File: config.mk
export PLATFORM = sky130hd
export DESIGN_NAME = sliding_window_median_int_core
export DESIGN_NICKNAME = d
export VERILOG_FILES = /design/src/hdl/swm_pkg.sv /design/src/hdl/swm_cell.sv /design/src/hdl/sliding_window_median_int_core.sv
export SDC_FILE = /design/constraint.sdc
export NUM_CORES = 2
export LEC_CHECK = 0
export BUFFER_PORTS_ARGS = -buffer_cell sky130_fd_sc_hd__buf_2
export CAP_MARGIN = 25
export CORE_MARGIN = 2
export CORE_UTILIZATION = 45
export CTS_BUF_LIST = sky130_fd_sc_hd__clkbuf_8
export CTS_CLUSTER_DIAMETER = 40
export DETAILED_ROUTE_END_ITERATION = 7
export PLACE_DENSITY = 0.61
export SLEW_MARGIN = 20
export SYNTH_ARGS = -nofsm -noshare
export SYNTH_HDL_FRONTEND = slang
export SYNTH_SLANG_ARGS = --single-unit
File: constraint.sdc
create_clock -name clk -period 8.5 [get_ports clk]
set_input_delay 2.55 -clock clk [delete_from_list [all_inputs] [get_ports clk]]
set_output_delay 2.55 -clock clk [all_outputs]
set_load 0.02 [all_outputs]
File: src/hdl/swm_pkg.sv
// ============================================================================
// swm_pkg
// Shared types and constants for the sliding-window median filter.
// ============================================================================
package swm_pkg;

    localparam int DATA_W = 32;
    localparam int REQ_W  = 8;

    // Value loaded into every window entry on reset or length change
    localparam logic signed [DATA_W-1:0] FILL_VALUE = 32'sd150;

    // Link passed from a cell to its upper neighbor:
    // lt_eff  - cell is active and its value is below the incoming sample
    // rem_le  - the entry being retired sits at this cell or below it
    typedef struct packed {
        logic lt_eff;
        logic rem_le;
    } swm_link_t;

endpackage

File: src/hdl/swm_cell.sv
// ============================================================================
// swm_cell
// One slot of the sorted window: holds a sample and its window slot tag.
// ============================================================================
module swm_cell
    import swm_pkg::*;
#(
    parameter int CELL_INDEX = 0,
    parameter int IW         = 4
)
(
    input  logic                     clk,
    input  logic                     rst_n,
    input  logic                     refill,
    input  logic                     step,
    input  logic                     active,
    input  logic signed [DATA_W-1:0] sample,
    input  logic [IW-1:0]            wp,
    input  logic signed [DATA_W-1:0] prev_val,
    input  logic [IW-1:0]            prev_idx,
    input  swm_link_t                prev_link,
    input  logic signed [DATA_W-1:0] next_val,
    input  logic [IW-1:0]            next_idx,
    input  logic                     next_lt,
    output logic signed [DATA_W-1:0] val,
    output logic [IW-1:0]            idx,
    output swm_link_t                link
);

    logic signed [DATA_W-1:0] val_reg;
    logic signed [DATA_W-1:0] val_next;
    logic [IW-1:0]            idx_reg;
    logic [IW-1:0]            idx_next;
    logic                     own_lt;
    logic                     lt_here;
    logic                     lt_below;

    assign own_lt      = active && (val_reg < sample);
    assign link.lt_eff = own_lt;
    assign link.rem_le = prev_link.rem_le | (active && (idx_reg == wp));

    // Ordering of the compacted window at this slot and the one below
    assign lt_here  = link.rem_le ? next_lt : own_lt;
    assign lt_below = prev_link.rem_le ? own_lt : prev_link.lt_eff;

    always_comb
    begin
        val_next = val_reg;
        idx_next = idx_reg;
        if (refill)
        begin
            val_next = FILL_VALUE;
            idx_next = IW'(CELL_INDEX);
        end
        else if (step && active)
        begin
            if (lt_here)
            begin
                // keep the compacted entry at this slot
                val_next = link.rem_le ? next_val : val_reg;
                idx_next = link.rem_le ? next_idx : idx_reg;
            end
            else if (lt_below)
            begin
                // take the new sample here
                val_next = sample;
                idx_next = wp;
            end
            else
            begin
                // shift the compacted entry from below up by one
                val_next = prev_link.rem_le ? val_reg : prev_val;
                idx_next = prev_link.rem_le ? idx_reg : prev_idx;
            end
        end
    end

    always_ff @(posedge clk or negedge rst_n)
    begin
        if (!rst_n)
        begin
            val_reg <= FILL_VALUE;
            idx_reg <= IW'(CELL_INDEX);
        end
        else
        begin
            val_reg <= val_next;
            idx_reg <= idx_next;
        end
    end

    assign val = val_reg;
    assign idx = idx_reg;

endmodule

File: src/hdl/sliding_window_median_int_core.sv
// ============================================================================
// sliding_window_median_int_core
// Running median over an odd-length sliding window of signed samples.
// ============================================================================
// Usage:
//   sample channel  : one signed 32-bit sample per transaction.
//   median channel  : one signed 32-bit median per accepted sample, in order.
//   cfg channel     : writes requested_length; the window length becomes the
//                     request clamped to MAX_WINDOW, raised to odd if even.
//                     A write refills the window with 150 and rewinds the
//                     write position. Write only while the block is idle;
//                     sample_ready is held low during a write.
// The window is a chain of MAX_WINDOW cells kept in sorted order. Each
// accepted sample retires the entry at the write position and lands in its
// sorted slot in the same cycle, every cell looking only at its neighbors.
// A sample updates the cells and sets pending; then the result register loads.
// Throughput: one sample per cycle while the receiver keeps up; the single
// result register, loaded from the middle cell, sets that figure.
// Reset: window filled with 150, write position 0, length from request 5.
// Stall: while a median waits and another is pending, sample_ready drops;
// nothing is lost or repeated.
// ============================================================================
module sliding_window_median_int_core
    import swm_pkg::*;
#(
    parameter int MAX_WINDOW = 15
)
(
    input  logic                     clk,
    input  logic                     rst_n,
    input  logic                     sample_valid,
    output logic                     sample_ready,
    input  logic signed [DATA_W-1:0] sample,
    output logic                     median_valid,
    input  logic                     median_ready,
    output logic signed [DATA_W-1:0] median,
    input  logic                     cfg_valid,
    output logic                     cfg_ready,
    input  logic [REQ_W-1:0]         requested_length
);

    localparam int IW = (MAX_WINDOW > 1) ? $clog2(MAX_WINDOW) : 1;
    localparam int LW = $clog2(MAX_WINDOW + 1);
    localparam logic [REQ_W-1:0] RESET_REQ = 8'd5;

    // Map a request onto the effective (odd unless clamped) window length
    function automatic logic [LW-1:0] len_of(input logic [REQ_W-1:0] req);
        logic [REQ_W:0] up;
        logic [LW-1:0]  res;
        up = {1'b0, req} + 9'd1;
        if ({1'b0, req} > (REQ_W+1)'(MAX_WINDOW))
            res = LW'(MAX_WINDOW);
        else if (!req[0])
            res = (up > (REQ_W+1)'(MAX_WINDOW)) ? LW'(MAX_WINDOW) : LW'(up);
        else
            res = LW'(req);
        return res;
    endfunction

    logic [LW-1:0]            len_reg;
    logic [LW-1:0]            len_next;
    logic [IW-1:0]            mid_reg;
    logic [IW-1:0]            mid_next;
    logic [IW-1:0]            wp_reg;
    logic [IW-1:0]            wp_next;
    logic                     pending_reg;
    logic                     pending_next;
    logic                     median_valid_reg;
    logic                     median_valid_next;
    logic signed [DATA_W-1:0] median_reg;
    logic signed [DATA_W-1:0] median_next;

    logic                     cfg_fire;
    logic                     step;
    logic                     out_free;
    logic                     load_out;
    logic [LW-1:0]            wp_inc;

    logic signed [DATA_W-1:0] cell_val [MAX_WINDOW];
    logic [IW-1:0]            cell_idx [MAX_WINDOW];
    swm_link_t                cell_link [MAX_WINDOW];
    logic [MAX_WINDOW-1:0]    retire_hit;

    // Config writes are taken at once; the block is idle by contract
    assign cfg_ready = 1'b1;
    assign cfg_fire  = cfg_valid && cfg_ready;

    // Result register frees up when empty or being drained this cycle;
    // hold off samples while a length write lands
    assign out_free     = !median_valid_reg || median_ready;
    assign load_out     = pending_reg && out_free;
    assign sample_ready = (!pending_reg || out_free) && !cfg_fire;
    assign step         = sample_valid && sample_ready && !cfg_fire;

    // Build the sorted cell chain
    for (genvar k = 0; k < MAX_WINDOW; k++)
    begin : g_cell
        logic signed [DATA_W-1:0] pv;
        logic [IW-1:0]            pi;
        swm_link_t                pl;
        logic signed [DATA_W-1:0] nv;
        logic [IW-1:0]            ni;
        logic                     nl;
        logic                     act;

        assign act = (LW'(k) < len_reg);

        if (k == 0)
        begin : g_lo
            // bottom edge: everything below is "less than" and nothing retired
            assign pv = '0;
            assign pi = '0;
            assign pl = '{lt_eff: 1'b1, rem_le: 1'b0};
        end
        else
        begin : g_mid_lo
            assign pv = cell_val[k-1];
            assign pi = cell_idx[k-1];
            assign pl = cell_link[k-1];
        end

        if (k == MAX_WINDOW - 1)
        begin : g_hi
            assign nv = '0;
            assign ni = '0;
            assign nl = 1'b0;
        end
        else
        begin : g_mid_hi
            assign nv = cell_val[k+1];
            assign ni = cell_idx[k+1];
            assign nl = cell_link[k+1].lt_eff;
        end

        assign retire_hit[k] = act && (cell_idx[k] == wp_reg);

        swm_cell #(
            .CELL_INDEX (k),
            .IW         (IW)
        ) u_cell (
            .clk       (clk),
            .rst_n     (rst_n),
            .refill    (cfg_fire),
            .step      (step),
            .active    (act),
            .sample    (sample),
            .wp        (wp_reg),
            .prev_val  (pv),
            .prev_idx  (pi),
            .prev_link (pl),
            .next_val  (nv),
            .next_idx  (ni),
            .next_lt   (nl),
            .val       (cell_val[k]),
            .idx       (cell_idx[k]),
            .link      (cell_link[k])
        );
    end

    // Advance the write position, wrapping at the window length
    assign wp_inc = LW'(wp_reg) + LW'(1);

    always_comb
    begin
        len_next          = len_reg;
        mid_next          = mid_reg;
        wp_next           = wp_reg;
        pending_next      = pending_reg;
        median_valid_next = median_valid_reg;
        median_next       = median_reg;

        // drop the result once taken; reload from the middle cell
        if (median_valid_reg && median_ready)
            median_valid_next = 1'b0;
        if (load_out)
        begin
            median_next       = cell_val[mid_reg];
            median_valid_next = 1'b1;
            pending_next      = 1'b0;
        end

        if (cfg_fire)
        begin
            len_next = len_of(requested_length);
            mid_next = IW'(len_of(requested_length) >> 1);
            wp_next  = '0;
        end
        else if (step)
        begin
            wp_next      = (wp_inc >= len_reg) ? '0 : IW'(wp_inc);
            pending_next = 1'b1;
        end
    end

    always_ff @(posedge clk or negedge rst_n)
    begin
        if (!rst_n)
        begin
            len_reg          <= len_of(RESET_REQ);
            mid_reg          <= IW'(len_of(RESET_REQ) >> 1);
            wp_reg           <= '0;
            pending_reg      <= 1'b0;
            median_valid_reg <= 1'b0;
        end
        else
        begin
            len_reg          <= len_next;
            mid_reg          <= mid_next;
            wp_reg           <= wp_next;
            pending_reg      <= pending_next;
            median_valid_reg <= median_valid_next;
        end
    end

    always_ff @(posedge clk)
    begin
        median_reg <= median_next;
    end

    assign median_valid = median_valid_reg;
    assign median       = median_reg;

    // Exactly one active cell holds the entry being retired
    a_one_retire: assert property (@(posedge clk) disable iff (!rst_n)
        step |-> $onehot(retire_hit))
        else $error("retire position not unique in cell chain");

    // Write position stays inside the window
    a_wp_range: assert property (@(posedge clk) disable iff (!rst_n)
        LW'(wp_reg) < len_reg)
        else $error("write position outside window");

    // An accepted sample always leaves a result pending
    a_step_pending: assert property (@(posedge clk) disable iff (!rst_n)
        step |=> pending_reg)
        else $error("accepted sample left no pending result");

    // A pending result is loaded as soon as the output register frees up
    a_load: assert property (@(posedge clk) disable iff (!rst_n)
        (pending_reg && out_free && !step) |=> (median_valid_reg && !pending_reg))
        else $error("pending result not moved to output");

endmodule
[Word-level counts from Yosys, hierarchy flattened]
Cells that the tools add are included.
Word-level totals
  register bits after elaboration: 585
  input bits: 45
  logic and storage cells: 353
Cells by class
  $add $sub $neg: 2
  magnitude comparators: 34
  eq/ne operators: 16
  mux-type cells: 177
  bitwise gates (word level): 15
  reduce and logical (&&, ||, !) cells: 73
Operator list (count)
  32-bit 2-to-1 mux: 76
  32-bit less-than comparator: 15
  4-bit 2-to-1 mux: 80
  32-bit binary-select mux with 4-bit select: 1
  4-bit == test: 15
  1-bit logical AND: 50
  2-bit nonzero test: 17
  4-bit less-than comparator (first input constant): 7
  1-bit 2-to-1 mux: 20
  3-bit by 4-bit less-than comparator with 1-bit output (first input constant): 4
  1-bit bitwise OR: 14
  8-bit by 1-bit adder with 9-bit output (second input constant): 1
  9-bit by 4-bit > comparator with 1-bit output (second input constant): 1
  8-bit by 4-bit > comparator with 1-bit output (second input constant): 1
  1-bit by 4-bit less-than comparator with 1-bit output (first input constant): 2
  2-bit by 4-bit less-than comparator with 1-bit output (first input constant): 2
  5-bit >= comparator (second input constant): 1
  3-bit NOT with 5-bit output: 1
  4-bit by 1-bit adder with 4-bit output (second input constant): 1
  4-bit >= comparator: 1
  1-bit zero test: 3
  3-bit by 2-bit inequality test with 1-bit output (second input constant): 1
  1-bit logical OR: 2
  2-bit AND reduction: 1

[Depth between registers and ports, before layout]
  depth after elaboration: 20
  gate-level depth with buffers: 15
  gate-level depth less buffers: 11

[Modules after synthesis]
From an unflattened synthesis, not the netlist that was laid out.
Unflattened totals
  cell total of the unflattened synthesis: 6427
  area total of the unflattened synthesis: 52273.9 um^2
Modules (own cells, without submodules)
  swm_cell (g_cell[11].u_cell ...): instances 4, cells each 411, area each 3188.1 um^2
  swm_cell (g_cell[3].u_cell ...): instances 3, cells each 412, area each 3199.3 um^2
  swm_cell (g_cell[1].u_cell ...): instances 3, cells each 413, area each 3160.5 um^2
  swm_cell (g_cell[10].u_cell ...): instances 2, cells each 412, area each 3342.0 um^2
  sliding_window_median_int_core: instances 1, cells each 307, area each 3727.3 um^2
  swm_cell (g_cell[9].u_cell): instances 1, cells each 381, area each 3427.0 um^2
  swm_cell (g_cell[8].u_cell): instances 1, cells each 382, area each 3410.8 um^2
  swm_cell (g_cell[0].u_cell): instances 1, cells each 414, area each 3193.1 um^2

[Worst setup path after synthesis]
Ideal clock, no wire load.
  path kind: input to output
  start point: input cfg_valid
  end point: output sample_ready
  arrival time: 3.599 ns
  required time: 5.950 ns
  setup slack: 2.351 ns
  stages on the path: 4
  buffers on the path: 3
  cell sequence: clkbuf_1 buf_1 clkbuf_1 nor2_1
Between the ends
  cells in the longest elaborated chain, start to end: 2
Ends and longest elaborated chain
  start: declaration: line sliding_window_median_int_core.sv:37  | input logic cfg_valid,
  1-bit zero test: line sliding_window_median_int_core.sv:92  | assign sample_ready = (!pending_reg || out_free) && !cfg_fire;
  1-bit logical AND: line sliding_window_median_int_core.sv:92
  end: declaration: line sliding_window_median_int_core.sv:32  | output logic sample_ready,
Every way passes these cells.

[Worst setup path in the final report]
  start point: input sample[11]
  end point: register g_cell[5].u_cell.val_reg[5]
Between the ends
  cells in the longest elaborated chain, start to end: 7
Ends and longest elaborated chain
  start: declaration: line sliding_window_median_int_core.sv:33  | input logic signed [DATA_W-1:0] sample,
  32-bit less-than comparator: line swm_cell.sv:38  | assign own_lt = active && (val_reg < sample);
  1-bit logical AND: line swm_cell.sv:38
  1-bit 2-to-1 mux: line swm_cell.sv:44  | assign lt_below = prev_link.rem_le ? own_lt : prev_link.lt_eff;
  32-bit 2-to-1 mux: line swm_cell.sv:63  | else if (lt_below)
  32-bit 2-to-1 mux (*): line swm_cell.sv:57  | if (lt_here)
  32-bit 2-to-1 mux (*): line swm_cell.sv:55  | else if (step && active)
  32-bit 2-to-1 mux (*): line swm_cell.sv:50  | if (refill)
  end signal: assignment: line swm_cell.sv:87  | val_reg <= val_next;
  end: declaration: line swm_cell.sv:30  | logic signed [DATA_W-1:0] val_reg;
Every way passes the cells marked *; elsewhere a longest branch is shown, timed or not. The select of a mux whose other input is x is not followed.
A chain may end at the register's enable or synchronous reset.

==> results.md <==
* Synth Area in XOR/XNOR at 1.23%
* Num rows at 118
* Gr ovfl total at 0
* Status: complete, but fails checks
* Post-CTS Setup Bufs at 0
* WL per Instance at 27.0 µm
* Number of synthesized flops with an enable pin at 32
* Mux share of post-synthesis cell area at 12.8%
* Wirelength, routed at 177000 µm
* GRT met1 Usage at 43.7%
* Max Slew Vio Count at 0
* Final setup viols at 0
* Setup CP Type: in -> reg
* Fmax at 150 MHz
* Failing checks: DRC
* Unrepaired setup endpoints after global routing: no
* Area Overhead vs Synth at 11.3%
* Worst Path Required at 9.21 ns
* Post_cts resized at 0
* Final GP Congestion at 0.972
* CTS sink cnt at 582
* Asr flop ratio synth at 94.5%
* Layout cells sized above 1 at 16.3%
* First-pass detailed-route iteration total at 8
* Initial antenna violation count at 3
* Post-DP HPWL at 126000 µm
* Clock slew at reported path FFs at 0.05 ns
* Top-count cell post-synth: nand2_1
* Total track usage at 32.5%
* Final hold violations at 0
* Initial Util at 45.4%
* Worst Setup End Kind: flip-flop
* Post-synthesis cell area at 47000 µm²
* Leak at 23.7 nW
* Pin count of the biggest net entering global routing at 122
* Largest family of logic cells by synthesized area: compound AO/OA/AOI/OAI gates
* Chip Width at 327 µm
* Max-Cap Viols at 0
* Period utilization at 78.3%
* Synth area leaders: dfrtp_1 (24%), ha_1 (13%), mux2i_1 (6.9%)
* Power per cell area at 426 nW/µm²
* Tmin final at 6.66 ns
* CTS Buf Count at 140
* Met2 Use GR at 50.6%
* Commonest cells post-synth: nand2_1 (516), ha_1 (472), dfrtp_1 (460)
* Syn avg cell area at 9.29 µm²
* CTS Buffer Depth at 3
* TNS Setup at 0 ns
* Worst-skew pair later-pin latency at 0.84 ns
* Antenna Violating Nets Remaining at 0
* Simple-gate share of the synthesized area at 11.9%
* Worst VDD drop at 580 µV
* Via density at 6.68
* Vias in the first global route at 42971
* Share of the synthesized area in the top cell type at 24.5%
* Compound-Gate Fraction of Synth Area at 24.8%
* Area leader, netlist: dfrtp_1
* CTS Hold Bufs at 0
* Total power at 0.0223 W
* Slew @ Worst Pin at 1.10 ns
* Fin nets at 5574
* Slew HR at 26.5%
* #FFs+latches synth at 582
* Clock skew at 0.0375 ns
* Seq/Total Area, Yosys at 31.6%
* Via count at 43791
* Syn Nets at 5575
* Hold_ws at 0.473 ns
* Root Buffer: clkbuf_8
* Peak fanout along the critical path at 42
* First-pass GRT wire length at 270000 µm
* Post-synthesis adder-cell area fraction at 12.6%
* Cells after Synth at 5058
* Ys flop type: dfrtp_1
* YS warnings at 0
* Port bufs at 78
* Htree depth at 4
* Startpoint Class: input pin
* Total core area at 103000 µm²
* Max reg flops at 480
* I/O Pins at 80
* CTS tree: yes
* Die ar. at 107000 µm²
* Hold crit path type: reg -> reg
* CP arrival at 7.37 ns
* Fill count at 9607
* Cell variety after synth at 98
* Drt drc at 4
* DRT iter0 DRCs at 5020
* DIE HEIGHT at 327 µm
* Met3 GRT Util at 6.80%
* Gr busiest metal: met2
==> where the power goes <==
group	leakage [nW]	internal, W	switching [W]
logic	14.4	0.00501	0.00787
clock network	1.70	0.00228	0.00150
registers	7.52	0.00394	0.00167
total	23.7	0.0112	0.0110
==> through the flow <==
| stage | cells | utilization (%) | setup WS [ns] | cell area (µm²) |
|---|---|---|---|---|
| 2_1_floorplan | 5058 | - | 2.35 | 47000 |
| 3_3_place_gp | 6293 | 47.4 | 1.26 | 49100 |
| 3_5_place_dp | 6294 | 47.5 | 1.16 | 49100 |
| 4_1_cts | 6552 | 50.5 | 1.98 | 52300 |
| 5_1_grt | 6557 | 50.5 | 1.68 | 52300 |
| 6_report | 6557 | 50.5 | 1.84 | 52300 |
==> routing by layer <==
layer  part of all wire (%)  vias up
met5                      0        -
met4                    4.0        0
met3                    9.1      398
met2                     45     2279
met1                     42    21456
li1                       -    19658
==> critical path, cell delays in order <==
cell and delay, ns:
buf_2 0.36, inv_1 0.43, buf_4 0.31, ha_1 0.31, nand2_1 0.08, nor4_1 0.54, o2111ai_1 0.20, a311oi_1 0.59
o22ai_1 0.28, a22oi_2 0.24, buf_4 0.44, nand2_2 0.64, o21ai_0 0.37
==> worst paths after layout <==
check,startpoint,endpoint,slack (ns),cells past startpoint
setup reg to reg,len_reg[3],g_cell[5].u_cell.val[5],3.04,11
hold / removal,pending_reg,median_valid,0.47,2
setup / recovery,sample[11],g_cell[5].u_cell.val[5],1.84,13
hold reg to reg,pending_reg,median_valid,0.47,2
min in group asynchronous,rst_n,g_cell[6].u_cell.val[13],1.67,1
max in group asynchronous,rst_n,g_cell[12].u_cell.val[3],5.46,2
==> final cells by class <==
cell class	instances	area, µm²	area share, %
inverters	184	691	1.32
clock inverters	94	895	1.71
well taps	1380	1730	3.30
repair buffers	257	1870	3.58
flip-flops and latches	582	14800	28.4
diodes	4	10.0	0.0191
clock buffers	164	2260	4.32
multi-input cells	3892	30000	57.4
==> kinds of logic after synthesis <==
kind of cell | count (synthesis)
other | 1
AND/OR/NAND/NOR | 1212
AO/OA/AOI/OAI | 1636
XOR/XNOR | 66
multiplexers | 505
adder cells (fa/ha/maj) | 472
flip-flops | 582
buffers and inverters | 584
==> cells in the final DEF (no fill, tap or decap), types with 22 or more instances in the layout <==
master / Yosys / layout
nor3_1: 61 / 56
nand3_1: 114 / 110
dfstp_2: 90 / 90
xor2_1: 26 / 26
o31ai_1: 30 / 30
o22ai_1: 44 / 43
mux2i_1: 323 / 323
a21oi_1: 256 / 253
nor2b_1: 41 / 39
o21ai_0: 401 / 399
edfxtp_1: 32 / 32
a221o_1: 159 / 159
a22o_1: 35 / 35
ha_1: 472 / 472
mux4_2: 64 / 64
a31oi_1: 35 / 35
o221ai_1: 98 / 98
mux2_2: 118 / 118
nor2_1: 255 / 252
a211oi_1: 90 / 89
nand2_1: 516 / 513
clkbuf_8: 0 / 164
inv_1: 180 / 209
nand4_1: 62 / 62
nor4_1: 45 / 45
buf_4: 19 / 168
a222oi_1: 64 / 64
clkinv_2: 0 / 24
a21o_1: 41 / 41
dfrtp_1: 460 / 458
buf_2: 63 / 77
xnor2_1: 40 / 40
a32oi_1: 36 / 34
a22oi_1: 126 / 125
o211ai_1: 22 / 22
o32ai_1: 29 / 29
a2111oi_0: 38 / 37
a221oi_1: 31 / 31
Note: power is estimated with default switching activity, not from simulation.
